$ cat config.mk
export PLATFORM = sky130hd
export DESIGN_NAME = spcd_queue
export DESIGN_NICKNAME = d
export VERILOG_FILES = /design/src/rtl/core/spcd_pkg.sv /design/src/rtl/core/spcd_queue.sv
export SDC_FILE = /design/constraint.sdc
export NUM_CORES = 1
export LEC_CHECK = 0
export ABC_AREA = 1
export BUFFER_PORTS_ARGS = -buffer_cell sky130_fd_sc_hd__buf_4
export CORE_MARGIN = 2
export CORE_UTILIZATION = 30
export DETAILED_ROUTE_END_ITERATION = 8
export HOLD_SLACK_MARGIN = 0.02
export PLACE_DENSITY = 0.62
export SLEW_MARGIN = 40
export SYNTH_ARGS = -nofsm -noshare
export SYNTH_HDL_FRONTEND = slang
export SYNTH_SLANG_ARGS = --single-unit
$ cat constraint.sdc
create_clock -name clk -period 11 [get_ports clk]
set_input_delay 1.1 -clock clk [delete_from_list [all_inputs] [get_ports clk]]
set_output_delay 1.1 -clock clk [all_outputs]
set_load 0.01 [all_outputs]
$ cat src/rtl/core/spcd_pkg.sv
`default_nettype none
package spcd_pkg;

	localparam int RING_DEPTH_DEF = 10;
	localparam int VAL_W = 22;
	localparam int SPW_MAX = 64;
	localparam int QUOT_MSB = 17;
	localparam int CHUNK_W = 18;

	localparam logic [6:0] SPW_RESET = 7'd6;
	localparam logic [15:0] THR_RESET = 16'd10;
	localparam logic [15:0] MPS_RESET = 16'd30;

	localparam logic [1:0] CFG_SPW = 2'd0;
	localparam logic [1:0] CFG_THR = 2'd1;
	localparam logic [1:0] CFG_MPS = 2'd2;

	typedef struct packed {
		logic [VAL_W-1:0] ps;
		logic [VAL_W-1:0] pf;
		logic [6:0]       spw;
		logic [31:0]      cnt;
		logic [47:0]      sbase;
		logic [47:0]      fbase;
	} job_t;

	typedef enum logic [3:0] {
		ST_IDLE,
		ST_MEAN,
		ST_WRITE,
		ST_SCAN_RD,
		ST_SCAN_EV,
		ST_NBR_RD,
		ST_NBR_EV,
		ST_MUL,
		ST_TEST,
		ST_WMUL,
		ST_WDIV,
		ST_EMIT
	} bk_state_t;

endpackage
`default_nettype wire

$ cat src/rtl/core/spcd_queue.sv
`default_nettype none
module spcd_queue (
	input  wire logic          clk,
	input  wire logic          arst_n,
	input  wire logic          push,
	input  wire spcd_pkg::job_t push_job,
	output logic               full,
	input  wire logic          pop,
	output logic               head_valid,
	output spcd_pkg::job_t     head_job
);

	spcd_pkg::job_t mem_q [2];
	logic       wp_q;
	logic       rp_q;
	logic [1:0] cnt_q;

	assign full       = (cnt_q == 2'd2);
	assign head_valid = (cnt_q != 2'd0);
	assign head_job   = mem_q[rp_q];

	always_ff @(posedge clk) begin
		if (push) mem_q[wp_q] <= push_job;
	end

	always_ff @(posedge clk or negedge arst_n) begin
		if (!arst_n) begin
			wp_q  <= 1'b0;
			rp_q  <= 1'b0;
			cnt_q <= 2'd0;
		end else begin
			if (push) wp_q <= ~wp_q;
			if (pop) rp_q <= ~rp_q;
			cnt_q <= cnt_q + {1'b0, push} - {1'b0, pop};
		end
	end

endmodule
`default_nettype wire

Word level (Yosys, flattened, before mapping)
Memories as Yosys holds them, arrays and structs flattened.
Cells that the tools add are included.
{"block": "totals", "reg_bits": 4, "mem_bits_rw": 358, "inputBits": 183, "elab_cells": 12, "mem_count": 1}
{"memory": "mem_q", "words": 2, "word_bits": 179, "read_ports": 1, "rd_clocked_by_memory_dff": 0, "write_ports": 1, "line": "spcd_queue.sv:13", "rtl": "spcd_pkg::job_t mem_q [2];"}
{"block": "classes", "add_sub_neg": 2, "n_eq_ne": 1, "muxes": 2, "bitwise": 2, "n_reduce_logical": 1}
{"operator": "adder 2 x 1 -> 2 bit", "n": 1}
{"operator": "== test 2 bit (second input constant)", "n": 1}
{"operator": "two-way mux 1 bit", "n": 2}
{"operator": "NOT 1 bit", "n": 2}
{"operator": "nonzero test 2 bit", "n": 1}
{"operator": "subtractor 2 x 1 -> 2 bit", "n": 1}

Logic depth before layout (Yosys ltp)
{"block": "depth", "word_depth": 2, "mapped_depth": 7, "mapped_depth_nobuf": 7}

Worst setup path after synthesis
OpenSTA, ideal clock, no wires.
{"block": "synth_timing", "path_type": "input-to-reg", "from": "in push", "to": "mem mem_q[0][0] in the netlist's numbering, enable pin", "setup_ps": 726, "arrival_time_ps": 8621, "required_time_ps": 10274, "setup_slack_ps": 1653, "cell_stages": 2, "path_buffers": 0, "cell_sequence": "inv_1 -> nor2_1"}
{"block": "synth_between", "elab_chain_cells": 2}
{"element": "start, declared", "line": "spcd_queue.sv:5", "rtl": "input wire logic push,"}
{"element": "two-way mux 1 bit", "line": "spcd_queue.sv:23", "rtl": "if (push) mem_q[wp_q] <= push_job;"}
{"element": "two-way mux 1 bit (not written as such)", "line": "spcd_queue.sv:23"}
{"element": "end, declared", "line": "spcd_queue.sv:13"}
No other way between the ends.

==> impl_metrics.yaml <==
worst_setup_path:
  r2r_slack_ns: 8.73
  criticalPathCategory: "flop to output port"
  critPathMaxFanout: 77
  worst-endpoint-arrival_ns: 2.80
  cp.required_ns: 9.90
  timing.critical_path.from_type: "flop"
  crit_path_end_kind: "output port"
sta:
  final.setup.tns_ns: 0
  slew_viol_final: 0
  fin_skew_ns: 0.0117
  setup_viol: 0
  slew_worst_pin_ns: 0.699
  clock.fmax_mhz: 257
  relSlewSlack_pct: 53.4
  hold_violations: 0
  final.min_clock_period_ns: 3.90
  post-route-period-util_pct: 35.4
  rsz0062_at_grt: "false"
logic_synthesis:
  synthMuxAreaShare_pct: 0
  synth_top_family_by_area: "compound AO/OA/AOI/OAI gates"
  post-synth-top-area-cell: "edfxtp_1"
  syn_area_per_cell_um2: 14.7
  post_synthesis_cells: 960
  basic_gate_share_of_the_synthesized_area_counting_and_or_nand_and_nor_cells_pct: 5.04
  synthDominantCellAreaShare_pct: 76.3
  post_synth_main_area_contributors: "edfxtp_1 (76%), o21ai_2 (8.1%), inv_1 (5.0%), nand2_1 (5.0%), buf_6 (2.6%)"
  synth_fa_ha_area_share_pct: 0.178
  synthesis.nets: 1145
  yosys_register_bits: 362
  ys.warnings.count: 0
  compound_gate_portion_of_the_synthesized_area_pct: 9.82
  netlist_area_mm2: 0.0141
  seq_area_frac_synth_pct: 77.0
  synth_cell_types: 14
  synth-xor-area-share_pct: 0.124
die:
  vertical_die_dimension_um: 221
  ios: 364
  die-area_mm2: 0.0487
  start_util_pct: 30.3
  die_width_um: 221
  core_mm2: 0.0465
  rows: 79
clocking:
  cts_tree: "yes"
  source_to_sink_clock_delay_at_the_later_pin_of_the_worst_skew_pair_ns: 0.53
  number_of_buffers_inserted_to_repair_setup_after_cts: 0
  clkSinkCount: 362
  clock_tree.htree_level_count: 2
  cts_max_path_buffers: 3
  cts.hold.buffers_added: 0
  cts-buffers-inserted: 40
  cts_resized: 0
  worst_setup_hold_path_clk_slew_ns: 0.05
  clock-root-buffer: "clkbuf_16"
routing:
  detailroute.via_count: 8137
  detail_route.vias_per_cell: 4.13
  drt-total-wl_mm: 29.9
  first_iter_violations: 401
  drt_drc_violations_left: 0
  ant_nets: 0
  routed_wire_length_per_instance_um: 15.2
  detailedRoute.firstPassIterationCount: 6
layout:
  antenna-diode-count: 0
  most-common-layout-cells: "buf_4 (364), edfxtp_1 (358), nand2_1 (186), inv_1 (185), o21ai_2 (130)"
  finish.cell_count_without_fillers: 1969
  mostFrequentLayoutCell: "buf_4"
  fillCellCount: 4360
  area.growth.synth_to_final_pct: 31.3
  layout.cell_area.non_filler_mm2: 0.0185
  finish.net_count: 1519
  layout-drive-gt1-share_pct: 41.0
grt:
  grt_first_pass_wirelength_mm: 44.2
  number_of_antenna_violations_at_the_first_check_in_global_routing: 0
  grt-ovfl-total: 0
  largest_net_degree_at_the_start_of_global_routing: 116
  gr-usage-all-layers_pct: 11.9
  first_global_vias: 7974
placement:
  postPlaceCellArea_mm2: 0.0173
  gp_routability_congestion: 0.770
  placedCellCount: 1898
  io_buffer_count: 363
  post_dp_hpwl_mm: 20.2
power_and_ir_drop:
  p_sw_share_pct: 32.3
  power.density_mw_per_mm2: 258
  share_clk_of_total_power_pct: 26.0
  switching_pwr_w: 0.00154
  p_seq_share_pct: 39.9
  static-leakage-power_nw: 7.66
  vdd_ir_drop_max_v: 0.000311
  p_comb_share_pct: 34.1
  cellInternalPower_w: 0.00324
flow_run:
  maxCapViolCount: 0
outcome:
  run_status: "complete, no violations"
hold_path:
  hold_path.class: "input port to asynchronous set/reset pin"
[metal layers]
metal | GRT usage, % | part of all wire, % | vias up
met4 | 4.38 | 2.4 | 0
met3 | 4.40 | 9.0 | 46
met1 | 14.1 | 40 | 3796
li1 | - | - | 4042
met5 | 0 | 0 | -
met2 | 19.8 | 49 | 253
[through the flow]
stage,hold slack (ns),util [%],total power (W),worst slack (ns)
6_report,0.352,39.8,0.00478,7.10
5_1_grt,0.325,39.8,0.00508,6.83
4_1_cts,0.307,39.8,0.00487,6.13
3_5_place_dp,0.544,37.2,0.00360,6.73
3_3_place_gp,0.530,37.1,0.00358,6.85
2_1_floorplan,0.463,-,0.00298,1.65
[critical path, cell delays in order, from the launching register on]
cell	delay, ns
dfrtp_4	0.62
buf_6	0.56
buf_6	0.59
nand2_1	0.15
o21ai_2	0.10
buf_4	0.14
[logic make-up after synthesis]
family / Yosys count
AND/OR/NAND/NOR: 189
adder cells (fa/ha/maj): 2
flip-flops: 362
AO/OA/AOI/OAI: 179
XOR/XNOR: 2
buffers and inverters: 226
[power groups by stage]
stage	registers [W]	clock network, W	logic (W)
finish	0.00191	0.00124	0.00163
global route	0.00193	0.00134	0.00181
CTS	0.00194	0.00129	0.00165
detailed placement	0.00196	0	0.00164
global placement	0.00196	0	0.00162
floorplan	0.00197	0	0.00101
[path summary, 6_finish.rpt]
path	start	to	depth (start not counted)
setup / recovery	rp_q	head_job[125]	5
hold / removal	arst_n	cnt_q[1]	1
setup reg to reg	wp_q	mem_q[1][163]	3
hold reg to reg	wp_q	wp_q	1
max in group asynchronous	arst_n	rp_q	1
min in group clk	wp_q	wp_q	1
[Yosys cell counts]
cell,number
inv_1,186
clkbuf_1,4
o21ai_1,6
edfxtp_1,358
o21ai_0,43
o21ai_2,130
nand2_1,186
dfrtp_1,4
xor2_1,2
nor2_1,2
ha_1,2
buf_4,3
nand3_1,1
buf_6,33
[final cells by class]
class	count	area, um2	share of cell area (%)
Clock buffer	53	1070	5.79
Timing Repair Buffer	372	2830	15.3
Tap cell	607	759	4.10
Sequential cell	362	10900	58.7
Multi-Input combinational cell	372	2140	11.6
Inverter	186	711	3.84
Clock inverter	17	135	0.730
[registers in the layout (all words and copies together) (netlist names)]
| name | cells |
|---|---|
| wp_q | 1 |
| rp_q | 1 |
| cnt_q | 2 |
| mem_q | 358 |
Note: power is estimated with default switching activity, not from simulation.
