===== config.mk =====
export PLATFORM = sky130hd
export DESIGN_NAME = spcd_front_flat
export DESIGN_NICKNAME = d
export VERILOG_FILES = /design/src/rtl/core/spcd_pkg.sv /design/src/rtl/core/spcd_in_if.sv /design/src/rtl/core/spcd_front.sv /design/src/flat_wrapper.sv
export SDC_FILE = /design/constraint.sdc
export NUM_CORES = 1
export LEC_CHECK = 0
export BUFFER_PORTS_ARGS = -buffer_cell sky130_fd_sc_hd__buf_2
export CORE_MARGIN = 4
export CORE_UTILIZATION = 55
export CTS_CLUSTER_SIZE = 8
export DETAILED_ROUTE_END_ITERATION = 10
export PLACE_DENSITY = 0.79
export SKIP_LAST_GASP = 1
export SLEW_MARGIN = 10
export SYNTH_ARGS = -nofsm -noshare
export SYNTH_HDL_FRONTEND = slang
export SYNTH_SLANG_ARGS = --single-unit

===== constraint.sdc =====
create_clock -name clk -period 3.7 [get_ports clk]
set_input_delay 0.37 -clock clk [delete_from_list [all_inputs] [get_ports clk]]
set_output_delay 0.37 -clock clk [all_outputs]
set_load 0.01 [all_outputs]

===== src/rtl/core/spcd_pkg.sv =====
`default_nettype none
package spcd_pkg;

	localparam int RING_DEPTH_DEF = 10;
	localparam int VAL_W = 22;
	localparam int SPW_MAX = 64;
	localparam int QUOT_MSB = 17;
	localparam int CHUNK_W = 18;

	localparam logic [6:0] SPW_RESET = 7'd6;
	localparam logic [15:0] THR_RESET = 16'd10;
	localparam logic [15:0] MPS_RESET = 16'd30;

	localparam logic [1:0] CFG_SPW = 2'd0;
	localparam logic [1:0] CFG_THR = 2'd1;
	localparam logic [1:0] CFG_MPS = 2'd2;

	typedef struct packed {
		logic [VAL_W-1:0] ps;
		logic [VAL_W-1:0] pf;
		logic [6:0]       spw;
		logic [31:0]      cnt;
		logic [47:0]      sbase;
		logic [47:0]      fbase;
	} job_t;

	typedef enum logic [3:0] {
		ST_IDLE,
		ST_MEAN,
		ST_WRITE,
		ST_SCAN_RD,
		ST_SCAN_EV,
		ST_NBR_RD,
		ST_NBR_EV,
		ST_MUL,
		ST_TEST,
		ST_WMUL,
		ST_WDIV,
		ST_EMIT
	} bk_state_t;

endpackage
`default_nettype wire


===== src/rtl/core/spcd_in_if.sv =====
`default_nettype none
interface spcd_in_if;
	logic        valid;
	logic        ready;
	logic [15:0] forward_sample;
	logic [15:0] side_sample;

	modport source(output valid, forward_sample, side_sample, input ready);
	modport sink(input valid, forward_sample, side_sample, output ready);
endinterface
`default_nettype wire


===== src/rtl/core/spcd_front.sv =====
`default_nettype none
module spcd_front (
	input  wire logic           clk,
	input  wire logic           arst_n,
	spcd_in_if.sink             sample_in,
	input  wire logic [6:0]     spw,
	input  wire logic           q_full,
	output logic                push,
	output spcd_pkg::job_t      push_job
);

	localparam int VW = spcd_pkg::VAL_W;

	logic [VW-1:0] ps_q, pf_q;
	logic [6:0]    n_q;
	logic [31:0]   cnt_q;
	logic [47:0]   sbase_q, fbase_q;

	logic          acc;
	logic [6:0]    spw_eff, n_nx;
	logic [VW-1:0] ps_nx, pf_nx;
	logic [31:0]   cnt_nx;
	logic [47:0]   sbase_nx, fbase_nx;
	logic          done;

	assign sample_in.ready = !q_full;
	assign acc = sample_in.valid && sample_in.ready;

	always_comb begin
		if (spw == 7'd0) spw_eff = 7'd1;
		else if (spw > 7'(spcd_pkg::SPW_MAX)) spw_eff = 7'(spcd_pkg::SPW_MAX);
		else spw_eff = spw;
		ps_nx    = ps_q + VW'(sample_in.side_sample);
		pf_nx    = pf_q + VW'(sample_in.forward_sample);
		n_nx     = n_q + 7'd1;
		cnt_nx   = cnt_q + 32'd1;
		sbase_nx = sbase_q + 48'(sample_in.side_sample);
		fbase_nx = fbase_q + 48'(sample_in.forward_sample);
		done     = (n_nx >= spw_eff);
	end

	assign push           = acc && done;
	assign push_job.ps    = ps_nx;
	assign push_job.pf    = pf_nx;
	assign push_job.spw   = spw_eff;
	assign push_job.cnt   = cnt_nx;
	assign push_job.sbase = sbase_nx;
	assign push_job.fbase = fbase_nx;

	always_ff @(posedge clk or negedge arst_n) begin
		if (!arst_n) begin
			ps_q    <= '0;
			pf_q    <= '0;
			n_q     <= '0;
			cnt_q   <= '0;
			sbase_q <= '0;
			fbase_q <= '0;
		end else if (acc) begin
			cnt_q   <= cnt_nx;
			sbase_q <= sbase_nx;
			fbase_q <= fbase_nx;
			if (done) begin
				ps_q <= '0;
				pf_q <= '0;
				n_q  <= '0;
			end else begin
				ps_q <= ps_nx;
				pf_q <= pf_nx;
				n_q  <= n_nx;
			end
		end
	end

endmodule
`default_nettype wire


===== src/flat_wrapper.sv =====
// flat-port wrapper written by rule: the top's interface ports become plain ports
module spcd_front_flat 
  (clk, arst_n, spw, q_full, push, push_job, sample_in_valid, sample_in_forward_sample, sample_in_side_sample, sample_in_ready);
  spcd_in_if sample_in_i ();
  input  wire logic clk;
  input  wire logic arst_n;
  input  wire logic [6:0] spw;
  input  wire logic q_full;
  output logic push;
  output spcd_pkg::job_t push_job;
  input wire logic [$bits(sample_in_i.valid)-1:0] sample_in_valid;
  input wire logic [$bits(sample_in_i.forward_sample)-1:0] sample_in_forward_sample;
  input wire logic [$bits(sample_in_i.side_sample)-1:0] sample_in_side_sample;
  output wire logic [$bits(sample_in_i.ready)-1:0] sample_in_ready;
  assign sample_in_i.valid = sample_in_valid;
  assign sample_in_i.forward_sample = sample_in_forward_sample;
  assign sample_in_i.side_sample = sample_in_side_sample;
  assign sample_in_ready = sample_in_i.ready;
  spcd_front u_core (.clk(clk), .arst_n(arst_n), .sample_in(sample_in_i), .spw(spw), .q_full(q_full), .push(push), .push_job(push_job));
endmodule

# Yosys cells after proc, flatten, opt, wreduce, memory -nomap -nowiden
# Index checks and enable logic that the tools add are counted.
# word_totals
elab_cells,23
ff_bits,179
input_bits,43
latch_bits,0
rom_bits,0
mem_count,0
output_inout_bits,181
mem_bits_rw,0
# op_classes
multipliers,0
muxes,5
n_div,0
reduce_logical,4
add_sub_neg,6
n_eq_ne,0
shifts,0
n_bitwise,0
magnitude_cmp,2
# ops
cell,count
48-bit by 16-bit adder with 48-bit output,2
22-bit by 16-bit adder with 22-bit output,2
22-bit 2-to-1 mux,2
32-bit by 1-bit adder with 32-bit output (second input constant),1
7-bit 2-to-1 mux,3
7-bit by 1-bit adder with 7-bit output (second input constant),1
7-bit greater-or-equal comparator,1
7-bit greater-than comparator (second input constant),1
7-bit zero test,1
1-bit logical AND,2
1-bit zero test,1

# Logic depth before layout (Yosys ltp)
# logic_depth
ltp_word,5
ltp_mapped,12
depth_no_buf,11

# Least setup slack after synthesis
# OpenSTA, ideal clock, no wires.
# synth_timing
kind,input-to-output
start,input port sample_in_forward_sample[0]
end,output port push_job[34] (netlist name)
setup_slack_ns,0.633
required_time_ns,3.330
n_path_buf,1
cell_stages,10
arrival_time_ns,2.697
path_cell_list,ha_1 -> fa_1 -> a21o_1 -> a2111oi_1 -> o211ai_1 -> a221oi_2 -> o2bb2ai_2 -> buf_4 -> nor4_1 -> xor2_1
# synth_rtl
element,line_no,rtl
from (decl),flat_wrapper.sv:12,input wire logic [$bits(sample_in_i.forward_sample)-1:0] sample_in_forward_sample;
to (decl),flat_wrapper.sv:10,output spcd_pkg::job_t push_job;

==> impl_metrics.tcl <==
set metrics [dict create \
    nFillCells 1874 \
    routed_wl_mm 32.9 \
    cts.sinks 179 \
    tightest_slew_ps 923 \
    end_kind "primary output" \
    cts_max_level 4 \
    cap_violations 0 \
    vias 11296 \
    setup_slack_ps 39.3 \
    cts_tree "built" \
    combPwrFrac 0.563 \
    cpPeakStageDelay_ps 410 \
    synth_compound_area_frac 0.132 \
    place_hpwl_mm 23.7 \
    routedWlPerCell_um 17.0 \
    reg2reg_slack_ps 560 \
    drt_iter0_drc 716 \
    cpLargestDelayFamily "compound AO/OA/AOI/OAI gates" \
    finalHoldWorstSlack_ps 24.1 \
    crit_fanout 8 \
    floorplan.rows 55 \
    vias_per_cell 5.84 \
    synth_top_family_by_area "simple AND/OR/NAND/NOR gates" \
    cp_slowest_cell "dfrtp_1" \
    ir_drop_uv 580 \
    p_int_w 0.00607 \
    synth-xor-area-share 0.180 \
    regArea_um2 4480 \
    synth_edf_count 0 \
    yosysWarnings 0 \
    diodes 0 \
    async_flop_share 1.00 \
    root_buffer "clkbuf_16" \
    fmax_mhz 273 \
    syn_area_um2 12600 \
    place_ws_ps 64.7 \
    numCtsBuffers 17 \
    path_buf_inv 3 \
    rr_startpoint "u_core.fbase_q[0]$_DFFE_PN0P_" \
    setup-violations-final 0 \
    die-area_um2 25400 \
    grt_pass1_wl_mm 55.0 \
    fin_crit_sh 0.989 \
    antenna_found_initial 1 \
    final_max_slew_viol_count 0 \
    dr.pass1.iters 5 \
    antenna_left 0 \
    synth-seq-area-share 0.355 \
    crit_path_cell_trace "ha_4 > fa_2 > a21o_1 > a2111oi_4 > o211ai_1 > a221oi_2 > buf_4 > o2bb2ai_4 > buf_12 > nor4_2 > xor2_1 > buf_2" \
    yosys.area_share.adder 0.0787 \
    area_growth_pct 18.0 \
    dp.cells 1893 \
    critPathLaunchType "flop" \
    avgSynthCellArea_um2 8.83 \
    overflow 0 \
    die_h_um 160 \
    grt_setup_unrepaired "yes" \
    pwr-share-seq 0.263 \
    clock_latency_ps 430 \
    grt_pass1_vias 11162 \
    fin_cells 1934 \
    grt_max_degree 110 \
    synth_area_leader_cell "dfrtp_1" \
    cellPowerDensity_nw_per_um2 737 \
    synth-simple-area-share 0.215 \
    muxShareOfSynthArea 0.00803 \
    reg2reg_depth 12 \
    slew_headroom 0.385 \
    total_leakage_power_nw 7.47 \
    p_sw_frac 0.447 \
    finalHoldViolCount 0 \
    io_buffer_count 223 \
    arrival_ps 3290 \
    start_util 0.558 \
    gp_congestion 0.912 \
    required_ps 3330 \
    yosys_most_used_dff "dfrtp_1" \
    die_w_um 160 \
    fin_skew_ps 12.4 \
    drc 0 \
    clk_pin_slew_ps 80 \
    synth_top_area_frac 0.355 \
    coreArea_um2 22600 \
    synthTopCellsByArea "dfrtp_1 (35%), xnor2_1 (9.7%), xor2_1 (8.3%)" \
    track_usage 0.255 \
    clockPowerShare 0.174 \
    cts_buffer_depth 2 \
    fin_crit_ps 3660 \
    cts_hold_buf 0 \
    postSynthCellCount 1430 \
    crit_type "flop to primary output" \
    ioPinCount 224 \
    synth_seq_cells 179 \
    drive_gt1_frac 0.207 \
    status "completed" \
    r2r-end "u_core.fbase_q[18]$_DFFE_PN0P_" \
    p_sw_w 0.00491 \
    ys_types 71 \
    synth_nets 1550 \
    hold_class "input port to async pin" \
    multi_input_area_um2 7930 \
    final_nets 1756 \
]
==> cells by family (layout without fill, tap and decap cells) <==
family / after synthesis / count (layout)
AND/OR/NAND/NOR: 563 / 563
XOR/XNOR: 260 / 260
AO/OA/AOI/OAI: 249 / 249
flip-flops: 179 / 179
buffers and inverters: 93 / 312
adder cells (fa/ha/maj): 77 / 77
multiplexers: 9 / 9
==> placed cells by master, fill, tap and decap left out, types with 5 or more instances in the layout <==
cell	synthesis	final
mux2_2	9	9
inv_1	31	31
nand2_1	211	211
inv_8	0	6
nor3_1	46	43
buf_2	7	222
nor2b_1	8	7
xor2_1	120	120
nand4_1	37	37
ha_1	73	70
a31oi_1	6	5
nand3_1	77	77
a21oi_1	52	50
or2_2	6	5
and2_1	6	6
nor2_1	93	92
o21bai_1	10	10
nand2b_1	5	5
clkbuf_16	0	18
dfrtp_1	179	179
o211ai_1	7	7
buf_4	4	21
o21ai_0	61	60
a31o_2	8	8
a22o_1	20	20
a211oi_1	14	13
and4_1	9	9
and3_1	25	25
o21a_1	11	11
xnor2_1	140	140
nor4_1	11	8
a21o_1	24	24
==> Yosys cell counts, types with 10 or more instances <==
library cell / count
nor3_1: 46
a22o_1: 20
o21bai_1: 10
o21ai_0: 61
nor2_1: 93
a211oi_1: 14
a21oi_1: 52
and3_1: 25
nor4_1: 11
nand2_1: 211
inv_1: 31
nand4_1: 37
xor2_1: 120
ha_1: 73
clkbuf_1: 39
dfrtp_1: 179
o21a_1: 11
xnor2_1: 140
a21o_1: 24
nand3_1: 77
==> worst register-to-register path, delay by kind of cell (launching register included) <==
| kind | cells | cell delay, ps |
|---|---|---|
| AO/OA/AOI/OAI | 5 | 1170 |
| XOR/XNOR | 1 | 200 |
| adder cells (fa/ha/maj) | 2 | 520 |
| buffers and inverters | 3 | 610 |
| flip-flops | 1 | 410 |
| AND/OR/NAND/NOR | 1 | 90 |
==> layout make-up <==
class,count,share of cell area
Multi-Input combinational cell,1158,0.533
Sequential cell,179,0.301
Timing Repair Buffer,249,0.0940
Clock buffer,17,0.0286
Tap cell,285,0.0239
Clock inverter,15,0.0124
Inverter,31,0.00781
==> per-layer routing <==
| metal | vias up | track usage | routed length (um) |
|---|---|---|---|
| li1 | 5412 | - | - |
| met1 | 5389 | 0.345 | 14300 |
| met2 | 435 | 0.414 | 15500 |
| met3 | 58 | 0.0564 | 2470 |
| met4 | 2 | 0.0750 | 706 |
| met5 | - | 0 | 8 |
==> how the worst max path moves through the flow <==
stage,from,end,slack [ps],cells after the start
6_report,u_core.fbase_q[0]$_DFFE_PN0P_,push_job[32],40,12
3_5_place_dp,sample_in_forward_sample[0],push_job[32],60,12
5_1_grt,u_core.fbase_q[0]$_DFFE_PN0P_,push_job[46],-100,12
2_1_floorplan,sample_in_forward_sample[0],push_job[34],630,10
4_1_cts,u_core.fbase_q[0]$_DFFE_PN0P_,push_job[46],10,12
3_3_place_gp,sample_in_forward_sample[0],push_job[34],90,12
==> sequential cells by signal (all words and copies together), names as in the netlist <==
| signal | count |
|---|---|
| u_core.fbase_q | 48 |
| u_core.sbase_q | 48 |
| u_core.cnt_q | 32 |
| u_core.pf_q | 22 |
| u_core.ps_q | 22 |
| u_core.n_q | 7 |
==> stage by stage <==
step            util  power (W)  setup TNS (ps)  instance area, um2
3_3_place_gp   0.619    0.00859               0               14000
3_5_place_dp   0.619    0.00871               0               14000
5_1_grt        0.658     0.0118            -938               14900
2_1_floorplan      -    0.00677               0               12600
4_1_cts        0.652     0.0109               0               14800
6_report       0.658     0.0110               0               14900
==> power groups by stage <==
stage               clock, W  sequential, W  combinational (W)
CTS                  0.00196        0.00288            0.00605
floorplan                  0        0.00272            0.00405
detailed placement         0        0.00291            0.00581
global placement           0        0.00288            0.00570
global route         0.00204        0.00296            0.00679
finish               0.00191        0.00289            0.00618
==> timing repair <==
action | CTS | global route
setup endpoints to repair | 19 | 44
setup buffers | 3 | 4
gates cloned | 2 | 0
pin swaps | 2 | 5
hold endpoints to repair | 0 | 0
resized for setup | 6 | 24
No activity file was read; power rests on OpenSTA's default activity.
